<file path="config.mk">
export PLATFORM = sky130hd
export DESIGN_NAME = dhcp_client_lease_fsm_top
export DESIGN_NICKNAME = d
export VERILOG_FILES = /design/src/rtl/core/dcl_pkg.sv /design/src/rtl/core/dhcp_client_lease_fsm_top.sv /design/src/rtl/core/dcl_step.sv
export SDC_FILE = /design/constraint.sdc
export NUM_CORES = 2
export LEC_CHECK = 0
export BUFFER_PORTS_ARGS = -buffer_cell sky130_fd_sc_hd__buf_4
export CORE_MARGIN = 5
export CORE_UTILIZATION = 49
export CTS_CLUSTER_SIZE = 30
export DETAILED_ROUTE_END_ITERATION = 10
export HOLD_SLACK_MARGIN = 0.12
export PLACE_DENSITY_LB_ADDON = 0.12
export SETUP_SLACK_MARGIN = 0.2
export SLEW_MARGIN = 20
export SYNTH_ARGS = -nofsm -noshare
export SYNTH_HDL_FRONTEND = slang
export SYNTH_SLANG_ARGS = --single-unit
</file>
<file path="constraint.sdc">
create_clock -name clk -period 17.9 [get_ports clk]
set_input_delay 4.475 -clock clk [delete_from_list [all_inputs] [get_ports clk]]
set_output_delay 4.475 -clock clk [all_outputs]
set_load 0.05 [all_outputs]
</file>
<file path="src/rtl/core/dcl_pkg.sv">
package dcl_pkg;

	typedef enum logic [2:0] {
		PH_INIT        = 3'd0,
		PH_REQUESTING  = 3'd1,
		PH_BOUND       = 3'd2,
		PH_RENEWING    = 3'd3,
		PH_REBINDING   = 3'd4,
		PH_RENEW_ASKED = 3'd5,
		PH_RELEASED    = 3'd6
	} phase_t;

	typedef enum logic [1:0] {
		LS_NONE   = 2'd0,
		LS_KERNEL = 2'd1,
		LS_RAW    = 2'd2
	} listen_t;

	localparam logic [1:0] FUNC_TICK    = 2'd0;
	localparam logic [1:0] FUNC_PACKET  = 2'd1;
	localparam logic [1:0] FUNC_RENEW   = 2'd2;
	localparam logic [1:0] FUNC_RELEASE = 2'd3;

	localparam logic [2:0] KIND_OFFER = 3'd1;
	localparam logic [2:0] KIND_ACK   = 3'd2;
	localparam logic [2:0] KIND_NAK   = 3'd3;

	localparam logic [2:0] ACT_NONE     = 3'd0;
	localparam logic [2:0] ACT_DISCOVER = 3'd1;
	localparam logic [2:0] ACT_SELECT   = 3'd2;
	localparam logic [2:0] ACT_RENEW    = 3'd3;
	localparam logic [2:0] ACT_REBIND   = 3'd4;
	localparam logic [2:0] ACT_RELEASE  = 3'd5;

	localparam logic [1:0] EV_NONE    = 2'd0;
	localparam logic [1:0] EV_BOUND   = 2'd1;
	localparam logic [1:0] EV_RENEWED = 2'd2;
	localparam logic [1:0] EV_NAK     = 2'd3;

	localparam logic [1:0] CFG_INITIAL_IP    = 2'd0;
	localparam logic [1:0] CFG_DEFAULT_LEASE = 2'd1;
	localparam logic [1:0] CFG_IDLE_BACKOFF  = 2'd2;

	localparam logic [31:0] LEASE_SLICE       = 32'd14400;
	localparam logic [31:0] PARKED_DEADLINE   = 32'h7fff_ffff;
	localparam logic [31:0] DEFAULT_LEASE_RST = 32'd3600;
	localparam logic [15:0] IDLE_BACKOFF_RST  = 16'd60;

	localparam logic [1:0]  MAX_TRIES     = 2'd3;
	localparam logic [1:0]  LAST_TRY      = 2'd2;
	localparam logic [31:0] WAIT_SHORT    = 32'd2;
	localparam logic [31:0] WAIT_DISC_END = 32'd4;
	localparam logic [31:0] WAIT_REQ_END  = 32'd10;

	typedef struct packed {
		phase_t      phase;
		listen_t     listen;
		logic [1:0]  tries;
		logic [31:0] cur_xid;
		logic [31:0] server_ip;
		logic [31:0] req_ip;
		logic [31:0] lease_len;
		logic [31:0] renew_mark;
		logic [31:0] rebind_mark;
		logic [31:0] lease_start;
		logic [31:0] deadline;
	} state_t;

	localparam state_t STATE_RST = '{
		phase: PH_INIT, listen: LS_RAW, tries: 2'd0, cur_xid: 32'd0, server_ip: 32'd0,
		req_ip: 32'd0, lease_len: 32'd0, renew_mark: 32'd0, rebind_mark: 32'd0,
		lease_start: 32'd0, deadline: 32'd0
	};

	typedef struct packed {
		logic [1:0]  func;
		logic [31:0] now_secs;
		logic [31:0] fresh_xid;
		logic [31:0] pkt_xid;
		logic [2:0]  msg_kind;
		logic        has_server_id;
		logic [31:0] server_id;
		logic [31:0] your_ip;
		logic        has_lease;
		logic [31:0] lease_in;
	} item_t;

	typedef struct packed {
		logic [2:0]  action;
		logic [31:0] out_xid;
		logic [31:0] out_server;
		logic [31:0] out_ip;
		logic [1:0]  script_event;
		logic        deconfig;
		listen_t     listen_kind;
		phase_t      client_state;
		logic [31:0] lease_out;
		logic        no_lease;
		logic [31:0] deadline_out;
	} result_t;

endpackage

</file>
<file path="src/rtl/core/dhcp_client_lease_fsm_top.sv">
// An accepted item waits in the item register until the output can advance; its
// result is then registered in the result register. Throughput: one item per
// cycle unless result_stall holds; the state update of an item is combinational.
// Reset (arst_n low, asynchronous) returns the lease state to init with the raw
// listener, clears the pipeline and loads the default configuration values.
module dhcp_client_lease_fsm_top (
	input  logic        clk,
	input  logic        arst_n,
	input  logic        cfg_valid,
	output logic        cfg_ready,
	input  logic [1:0]  cfg_index,
	input  logic [31:0] cfg_data,
	input  logic        item_valid,
	output logic        item_stall,
	input  logic [1:0]  func,
	input  logic [31:0] now_secs,
	input  logic [31:0] fresh_xid,
	input  logic [31:0] pkt_xid,
	input  logic [2:0]  msg_kind,
	input  logic        has_server_id,
	input  logic [31:0] server_id,
	input  logic [31:0] your_ip,
	input  logic        has_lease,
	input  logic [31:0] lease_in,
	output logic        result_valid,
	input  logic        result_stall,
	output logic [2:0]  action,
	output logic [31:0] out_xid,
	output logic [31:0] out_server,
	output logic [31:0] out_ip,
	output logic [1:0]  script_event,
	output logic        deconfig,
	output logic [1:0]  listen_kind,
	output logic [2:0]  client_state,
	output logic [31:0] lease_out,
	output logic        no_lease,
	output logic [31:0] deadline_out
);
	import dcl_pkg::*;

	state_t      st_q;
	state_t      st_nx;
	item_t       item_s1;
	logic        valid_s1;
	result_t     res_nx;
	result_t     res_s2;
	logic        valid_s2;
	logic [31:0] default_lease_q;
	logic [15:0] idle_backoff_q;
	logic        adv;
	logic        fire;
	logic        take;
	logic        cfg_we;

	assign adv        = !valid_s2 || !result_stall;
	assign fire       = valid_s1 && adv;
	assign item_stall = valid_s1 && !adv;
	assign take       = item_valid && !item_stall;
	assign cfg_ready  = 1'b1;
	assign cfg_we     = cfg_valid && cfg_ready;

	dcl_step u_step (
		.st            (st_q),
		.it            (item_s1),
		.default_lease (default_lease_q),
		.idle_backoff  (idle_backoff_q),
		.nx            (st_nx),
		.res           (res_nx)
	);

	always_ff @(posedge clk or negedge arst_n) begin
		if (!arst_n) begin
			default_lease_q <= DEFAULT_LEASE_RST;
			idle_backoff_q  <= IDLE_BACKOFF_RST;
		end else if (cfg_we) begin
			unique case (cfg_index)
				CFG_DEFAULT_LEASE: default_lease_q <= cfg_data;
				CFG_IDLE_BACKOFF:  idle_backoff_q  <= cfg_data[15:0];
				default: begin
				end
			endcase
		end
	end

	always_ff @(posedge clk or negedge arst_n) begin
		if (!arst_n) begin
			st_q <= STATE_RST;
		end else if (fire) begin
			st_q <= st_nx;
		end else if (cfg_we && (cfg_index == CFG_INITIAL_IP)) begin
			st_q.req_ip <= cfg_data;
		end
	end

	always_ff @(posedge clk or negedge arst_n) begin
		if (!arst_n) begin
			valid_s1 <= 1'b0;
			valid_s2 <= 1'b0;
		end else begin
			if (take) begin
				valid_s1 <= 1'b1;
			end else if (fire) begin
				valid_s1 <= 1'b0;
			end
			if (fire) begin
				valid_s2 <= 1'b1;
			end else if (!result_stall) begin
				valid_s2 <= 1'b0;
			end
		end
	end

	always_ff @(posedge clk) begin
		if (take) begin
			item_s1 <= '{func: func, now_secs: now_secs, fresh_xid: fresh_xid,
				pkt_xid: pkt_xid, msg_kind: msg_kind, has_server_id: has_server_id,
				server_id: server_id, your_ip: your_ip, has_lease: has_lease,
				lease_in: lease_in};
		end
		if (fire) begin
			res_s2 <= res_nx;
		end
	end

	assign result_valid = valid_s2;
	assign action       = res_s2.action;
	assign out_xid      = res_s2.out_xid;
	assign out_server   = res_s2.out_server;
	assign out_ip       = res_s2.out_ip;
	assign script_event = res_s2.script_event;
	assign deconfig     = res_s2.deconfig;
	assign listen_kind  = res_s2.listen_kind;
	assign client_state = res_s2.client_state;
	assign lease_out    = res_s2.lease_out;
	assign no_lease     = res_s2.no_lease;
	assign deadline_out = res_s2.deadline_out;

	a_idle_fields_zero: assert property (@(posedge clk) disable iff (!arst_n)
		(valid_s2 && (res_s2.action == ACT_NONE)) |->
		((res_s2.out_xid == '0) && (res_s2.out_server == '0) && (res_s2.out_ip == '0)))
		else $error("Result without a packet to send carries packet fields.");

	a_bound_not_listening: assert property (@(posedge clk) disable iff (!arst_n)
		(st_q.phase == PH_BOUND) |-> (st_q.listen == LS_NONE))
		else $error("Bound client still has a listener open.");

	a_backoff_in_init: assert property (@(posedge clk) disable iff (!arst_n)
		(valid_s2 && res_s2.no_lease) |->
		((res_s2.action == ACT_NONE) && (res_s2.client_state == PH_INIT)))
		else $error("Backoff flagged outside the init phase or with a packet.");

	a_fire_gives_result: assert property (@(posedge clk) disable iff (!arst_n)
		fire |=> valid_s2)
		else $error("Processed item produced no result.");

endmodule

</file>
<file path="src/rtl/core/dcl_step.sv">
module dcl_step (
	input  dcl_pkg::state_t  st,
	input  dcl_pkg::item_t   it,
	input  logic [31:0]      default_lease,
	input  logic [15:0]      idle_backoff,
	output dcl_pkg::state_t  nx,
	output dcl_pkg::result_t res
);
	import dcl_pkg::*;

	// True when the remaining interval d is at most lease / 14400 + 1.
	function automatic logic interval_spent(input logic [31:0] d, input logic [31:0] lease);
		logic [31:0] dm1;
		logic [45:0] prod;
		begin
			dm1  = d - 32'd1;
			prod = {14'd0, dm1} * {14'd0, LEASE_SLICE};
			interval_spent = (d == 32'd0) || (prod <= {14'd0, lease});
		end
	endfunction

	logic [31:0] d_renew;
	logic [31:0] d_rebind;
	logic [31:0] ack_lease;
	logic [34:0] lease_x7;
	logic        pkt_ok;

	assign d_renew   = st.rebind_mark - st.renew_mark;
	assign d_rebind  = st.lease_len - st.rebind_mark;
	assign ack_lease = it.has_lease ? it.lease_in : default_lease;
	assign lease_x7  = {ack_lease, 3'b000} - {3'b000, ack_lease};
	assign pkt_ok    = (st.listen != LS_NONE) && (it.pkt_xid == st.cur_xid) &&
		((it.msg_kind == KIND_OFFER) || (it.msg_kind == KIND_ACK) ||
		 (it.msg_kind == KIND_NAK));

	always_comb begin
		nx                = st;
		res               = '0;

		unique case (it.func)
			FUNC_TICK: begin
				if (it.now_secs >= st.deadline) begin
					unique case (st.phase)
						PH_INIT: begin
							if (st.tries < MAX_TRIES) begin
								if (st.tries == 2'd0) begin
									nx.cur_xid = it.fresh_xid;
								end
								res.action  = ACT_DISCOVER;
								res.out_xid = nx.cur_xid;
								res.out_ip  = st.req_ip;
								nx.deadline = it.now_secs +
									((st.tries == LAST_TRY) ? WAIT_DISC_END : WAIT_SHORT);
								nx.tries    = st.tries + 2'd1;
							end else begin
								nx.tries     = 2'd0;
								nx.deadline  = it.now_secs + {16'd0, idle_backoff};
								res.no_lease = 1'b1;
							end
						end
						PH_REQUESTING, PH_RENEW_ASKED: begin
							if (st.tries < MAX_TRIES) begin
								res.action     = (st.phase == PH_RENEW_ASKED) ?
									ACT_RENEW : ACT_SELECT;
								res.out_xid    = st.cur_xid;
								res.out_server = st.server_ip;
								res.out_ip     = st.req_ip;
								nx.deadline    = it.now_secs +
									((st.tries == LAST_TRY) ? WAIT_REQ_END : WAIT_SHORT);
								nx.tries       = st.tries + 2'd1;
							end else begin
								res.deconfig = (st.phase == PH_RENEW_ASKED);
								nx.phase     = PH_INIT;
								nx.deadline  = it.now_secs;
								nx.tries     = 2'd0;
								nx.listen    = LS_RAW;
							end
						end
						PH_BOUND, PH_RENEWING: begin
							nx.phase = PH_RENEWING;
							if (st.phase == PH_BOUND) begin
								nx.listen = LS_KERNEL;
							end
							if (interval_spent(d_renew, st.lease_len)) begin
								nx.phase    = PH_REBINDING;
								nx.deadline = it.now_secs + d_renew;
							end else begin
								res.action     = ACT_RENEW;
								res.out_xid    = st.cur_xid;
								res.out_server = st.server_ip;
								res.out_ip     = st.req_ip;
								nx.renew_mark  = st.renew_mark + {1'b0, d_renew[31:1]};
								nx.deadline    = nx.renew_mark + st.lease_start;
							end
						end
						PH_REBINDING: begin
							if (interval_spent(d_rebind, st.lease_len)) begin
								res.deconfig = 1'b1;
								nx.phase     = PH_INIT;
								nx.deadline  = it.now_secs;
								nx.tries     = 2'd0;
								nx.listen    = LS_RAW;
							end else begin
								res.action     = ACT_REBIND;
								res.out_xid    = st.cur_xid;
								res.out_ip     = st.req_ip;
								nx.rebind_mark = st.rebind_mark + {1'b0, d_rebind[31:1]};
								nx.deadline    = nx.rebind_mark + st.lease_start;
							end
						end
						PH_RELEASED: begin
							nx.deadline = PARKED_DEADLINE;
						end
						default: begin
						end
					endcase
				end
			end
			FUNC_PACKET: begin
				if (pkt_ok) begin
					if (st.phase == PH_INIT) begin
						if ((it.msg_kind == KIND_OFFER) && it.has_server_id) begin
							nx.server_ip   = it.server_id;
							nx.cur_xid     = it.pkt_xid;
							nx.req_ip      = it.your_ip;
							nx.phase       = PH_REQUESTING;
							nx.deadline    = it.now_secs;
							nx.tries       = 2'd0;
						end
					end else if ((st.phase == PH_REQUESTING) || (st.phase == PH_RENEW_ASKED) ||
						(st.phase == PH_RENEWING) || (st.phase == PH_REBINDING)) begin
						if (it.msg_kind == KIND_ACK) begin
							nx.lease_len   = ack_lease;
							nx.renew_mark  = {1'b0, ack_lease[31:1]};
							nx.rebind_mark = lease_x7[34:3];
							nx.lease_start = it.now_secs;
							nx.deadline    = {1'b0, ack_lease[31:1]} + it.now_secs;
							nx.req_ip      = it.your_ip;
							res.script_event = ((st.phase == PH_RENEWING) ||
								(st.phase == PH_REBINDING)) ? EV_RENEWED : EV_BOUND;
							nx.phase       = PH_BOUND;
							nx.listen      = LS_NONE;
						end else if (it.msg_kind == KIND_NAK) begin
							res.script_event = EV_NAK;
							res.deconfig     = (st.phase != PH_REQUESTING);
							nx.req_ip        = '0;
							nx.phase         = PH_INIT;
							nx.deadline      = it.now_secs;
							nx.tries         = 2'd0;
							nx.listen        = LS_RAW;
						end
					end
				end
			end
			FUNC_RENEW: begin
				unique case (st.phase)
					PH_BOUND: begin
						nx.listen = LS_KERNEL;
						nx.phase  = PH_RENEW_ASKED;
					end
					PH_RENEWING, PH_REBINDING: begin
						nx.phase = PH_RENEW_ASKED;
					end
					PH_RENEW_ASKED: begin
						res.deconfig = 1'b1;
						nx.listen    = LS_RAW;
						nx.phase     = PH_INIT;
					end
					PH_REQUESTING, PH_RELEASED: begin
						nx.listen = LS_RAW;
						nx.phase  = PH_INIT;
					end
					default: begin
					end
				endcase
				nx.tries    = 2'd0;
				nx.deadline = '0;
			end
			default: begin
				if ((st.phase == PH_BOUND) || (st.phase == PH_RENEWING) ||
					(st.phase == PH_REBINDING)) begin
					res.action     = ACT_RELEASE;
					res.out_server = st.server_ip;
					res.out_ip     = st.req_ip;
					res.deconfig   = 1'b1;
				end
				nx.listen   = LS_NONE;
				nx.phase    = PH_RELEASED;
				nx.deadline = PARKED_DEADLINE;
			end
		endcase

		res.listen_kind  = nx.listen;
		res.client_state = nx.phase;
		res.lease_out    = nx.lease_len;
		res.deadline_out = nx.deadline;
	end

endmodule
</file>
==> impl_metrics.csv <==
group,metric,value,unit
sta,timing.clock.skew,0.0622,ns
synthesis,ys.flop_type,"sky130_fd_sc_hd__edfxtp_1",
synthesis,post_synth_main_area_contributors,"sky130_fd_sc_hd__edfxtp_1 19%, sky130_fd_sc_hd__ha_1 13%, sky130_fd_sc_hd__dfrtp_1 13%",
floorplan,fp.dieW,353,um
global_routing,grt_antenna_before_repair,5,
routing,detail_route.drc_violations,0,
layout,leading_cell_type_in_the_layout_fill_and_taps_excluded,"sky130_fd_sc_hd__ha_1",
sta,slew-limit-headroom,18.3,%
floorplan,die_area,0.124,mm^2
routing,route.detailed.vias_per_inst,6.21,
critical_path,critPathLaunch,"st_q[128]",
global_routing,globalRouteOverflowTotal,0,
routing,detailedRoute.firstIterationViolations,4733,
sta,finalWorstPathRequiredPeriod,12.58,ns
routing,wl,207000,um
critical_path,timing.critical_path.slowest_stage_cell,"sky130_fd_sc_hd__nor3_1",
sta,setup_viol_count_final,0,
clock_tree,clock_insertion_delay_at_the_later_pin_of_the_skew_report,0.70,ns
floorplan,num_io_pins,413,
synthesis,synth_area,0.0575,mm^2
clock_tree,cts_max_level,3,
placed_design,placement.io_buffers,411,
clock_tree,cts_tree,"done",
critical_path,worst-path-max-fanout,32,
worst_hold_path,timing.hold.worst.class,"reg2reg",
worst_hold_path,min_from,"st_q[169]",
layout,final_cell_mix,"615 x sky130_fd_sc_hd__ha_1, 510 x sky130_fd_sc_hd__buf_4, 461 x sky130_fd_sc_hd__inv_1, 429 x sky130_fd_sc_hd__nand2_1, 420 x sky130_fd_sc_hd__a21oi_1",
floorplan,floorplan.die.height,353,um
clock_tree,cts_root_buf,"sky130_fd_sc_hd__clkbuf_16",
floorplan,row_count,125,
clock_tree,cts_setup_buffers,0,
clock_tree,number_of_buffers_created_by_cts,82,
critical_path,critPathCaptureType,"register",
clock_tree,cts_resized,0,
placed_design,dp.final_hpwl,162000,um
global_routing,first_global_vias,49700,
critical_path,crit_path_frequent_cell,"sky130_fd_sc_hd__ha_1",
clock_tree,clockBufferDepth,3,
sta,maxSlewViolCount,0,
routing,drt_first_pass_iters,6,
placed_design,routabilityCongestion,0.992,
layout,drive_gt1_share,13.7,%
synthesis,synth_top_cell_area_share,19.4,%
critical_path,crit-reg2reg-launch,"st_q[128]",
placed_design,postPlaceCellArea,0.0624,mm^2
layout,multi_input_area,0.0359,mm^2
floorplan,initial_core_utilization,49.4,%
critical_path,crit_path_arrival_time,12.96,ns
layout,area_delta_synth_final,13.4,%
routing,route.detailed.wl_per_inst,25.3,um
placed_design,placed_cells_incl_taps,8005,
routing,num_vias,50600,
floorplan,design.core.area,0.116,mm^2
synthesis,avg_inst_size_synth,9.25,um^2
synthesis,total_nets_after_synthesis,7140,
synthesis,async_reset_ff_share,45.8,%
sta,max_slew.worst_pin.slew,1.19,ns
critical_path,worstPathBufferInverterCount,3,
synthesis,count_of_flip_flops_with_a_built_in_enable_after_synthesis,371,
critical_path,path_delay_family,"simple AND/OR/NAND/NOR gates",
global_routing,grt_max_degree,72,
run_status,status,"finished, final reports clean",
sta,setup_total_negative_slack,0,ns
layout,seq_area,0.0190,mm^2
synthesis,synth-seq-area-share,33.0,%
sta,rsz0062_at_grt,"false",
layout,design.final.nets,7486,
critical_path,worst_path_required,18.28,ns
layout,instances_no_fill,8158,
synthesis,yosys_warnings,0,
critical_path,critPathKind,"reg2reg",
global_routing,grt_first_pass_wirelength,308000,um
sta,maxClockFrequency,79.5,MHz
synthesis,ys_types,116,
global_routing,track_usage,32.1,%
clock_tree,cts_hold_repair.buffers,0,
sta,post-route-period-util,70.3,%
routing,antenna_violating_nets_post_route,0,
synthesis,postSynthCellCount,6219,
sta,hold_viol,0,
critical_path,critical_path.max_stage_delay,0.89,ns
synthesis,synth_top_cell_by_area,"sky130_fd_sc_hd__edfxtp_1",
clock_tree,worst_setup_hold_path_clk_slew,0.06,ns
flow_run,cap_viol_max_count,0,
layout,fill_cells,10600,
layout,final_area,0.0652,mm^2
clock_tree,numClockSinks,684,
critical_path,critical_path_launch_point_type,"register",
synthesis,ys_seq_elements,684,
-- tightest hold or removal path, delay by kind of cell (launching register included) --
kind / cells / cell delay (ns)
flops: 1 / 0.33
compound gates: 1 / 0.06
simple gates: 1 / 0.04
-- worst paths after layout --
path	end	slack, ns	depth (start not counted)
max	out_ip[24]	5.32	39
min	st_q[169]	0.47	2
max reg2reg	out_ip[24]	5.32	39
min reg2reg	st_q[169]	0.47	2
max in group asynchronous	st_q[132]	11.36	4
min in group asynchronous	st_q[211]	3.72	1
-- routing by layer --
| metal | up-vias | track usage, % | wire length [um] |
|---|---|---|---|
| li1 | 23500 | - | - |
| met1 | 24400 | 41.7 | 84700 |
| met2 | 2241 | 53.5 | 96300 |
| met3 | 451 | 6.12 | 16900 |
| met4 | 4 | 11.6 | 8710 |
| met5 | - | 0 | 57 |
-- synthesized netlist by cell type (27+ instances only) --
master	instances
sky130_fd_sc_hd__buf_2	29
sky130_fd_sc_hd__inv_1	462
sky130_fd_sc_hd__or3_1	38
sky130_fd_sc_hd__nor4_1	34
sky130_fd_sc_hd__mux2i_1	62
sky130_fd_sc_hd__o21a_1	60
sky130_fd_sc_hd__nand3_1	124
sky130_fd_sc_hd__o31ai_1	27
sky130_fd_sc_hd__nand4_1	62
sky130_fd_sc_hd__nor2_1	374
sky130_fd_sc_hd__a21o_1	199
sky130_fd_sc_hd__and3_1	47
sky130_fd_sc_hd__mux2_2	153
sky130_fd_sc_hd__fa_1	67
sky130_fd_sc_hd__a31oi_1	64
sky130_fd_sc_hd__dfrtp_1	304
sky130_fd_sc_hd__a22oi_1	108
sky130_fd_sc_hd__o21bai_1	45
sky130_fd_sc_hd__a221oi_1	38
sky130_fd_sc_hd__maj3_1	45
sky130_fd_sc_hd__nor3_1	126
sky130_fd_sc_hd__nand2b_1	59
sky130_fd_sc_hd__o21ai_0	412
sky130_fd_sc_hd__a211oi_1	78
sky130_fd_sc_hd__or2_2	27
sky130_fd_sc_hd__clkbuf_1	200
sky130_fd_sc_hd__xnor2_1	297
sky130_fd_sc_hd__nand2_1	430
sky130_fd_sc_hd__o211ai_1	48
sky130_fd_sc_hd__and2_1	86
sky130_fd_sc_hd__ha_1	616
sky130_fd_sc_hd__a21oi_1	421
sky130_fd_sc_hd__edfxtp_1	371
sky130_fd_sc_hd__o22ai_1	44
sky130_fd_sc_hd__nor2b_1	77
sky130_fd_sc_hd__xor2_1	168
-- kinds of logic after synthesis --
family | share of synthesized area [%]
DFF | 33.0
buffers and inverters | 4.78
AOI/OAI and AO/OA | 20.8
muxes | 4.07
and+or+nand+nor | 13.5
adders and majority gates | 16.6
xor gates and xnor gates | 7.24
other | 0.00652
-- layout make-up --
type	instances	share of cell area, %
Antenna cell	2	0.00767
Timing Repair Buffer	511	5.89
Inverter	468	2.70
Multi-Input combinational cell	4818	55.0
Clock buffer	108	3.39
Sequential cell	684	29.1
Clock inverter	43	0.942
Tap cell	1524	2.92
-- sequential cells by signal, summed over array words and instances (netlist names) --
register,flops
no_lease,1
valid_s1,1
st_q,263
out_ip,32
result_valid,1
client_state,3
item_s1,199
default_lease_q,32
action,3
listen_kind,2
script_event,2
out_server,32
deadline_out,32
lease_out,32
out_xid,32
idle_backoff_q,16
deconfig,1
-- metrics by stage --
step	hold slack [ns]	worst slack, ns	utilization (%)
final	0.471	5.32	56.1
after global routing	0.487	4.67	56.1
after CTS	0.476	5.40	56.1
after detailed placement	0.462	5.42	53.6
after global placement	0.453	5.61	53.6
after floorplan	0.442	7.29	-
Power is left out: the tool's default activity adds up to more than one toggle a clock period on the data nets, which glitch-free logic cannot reach.
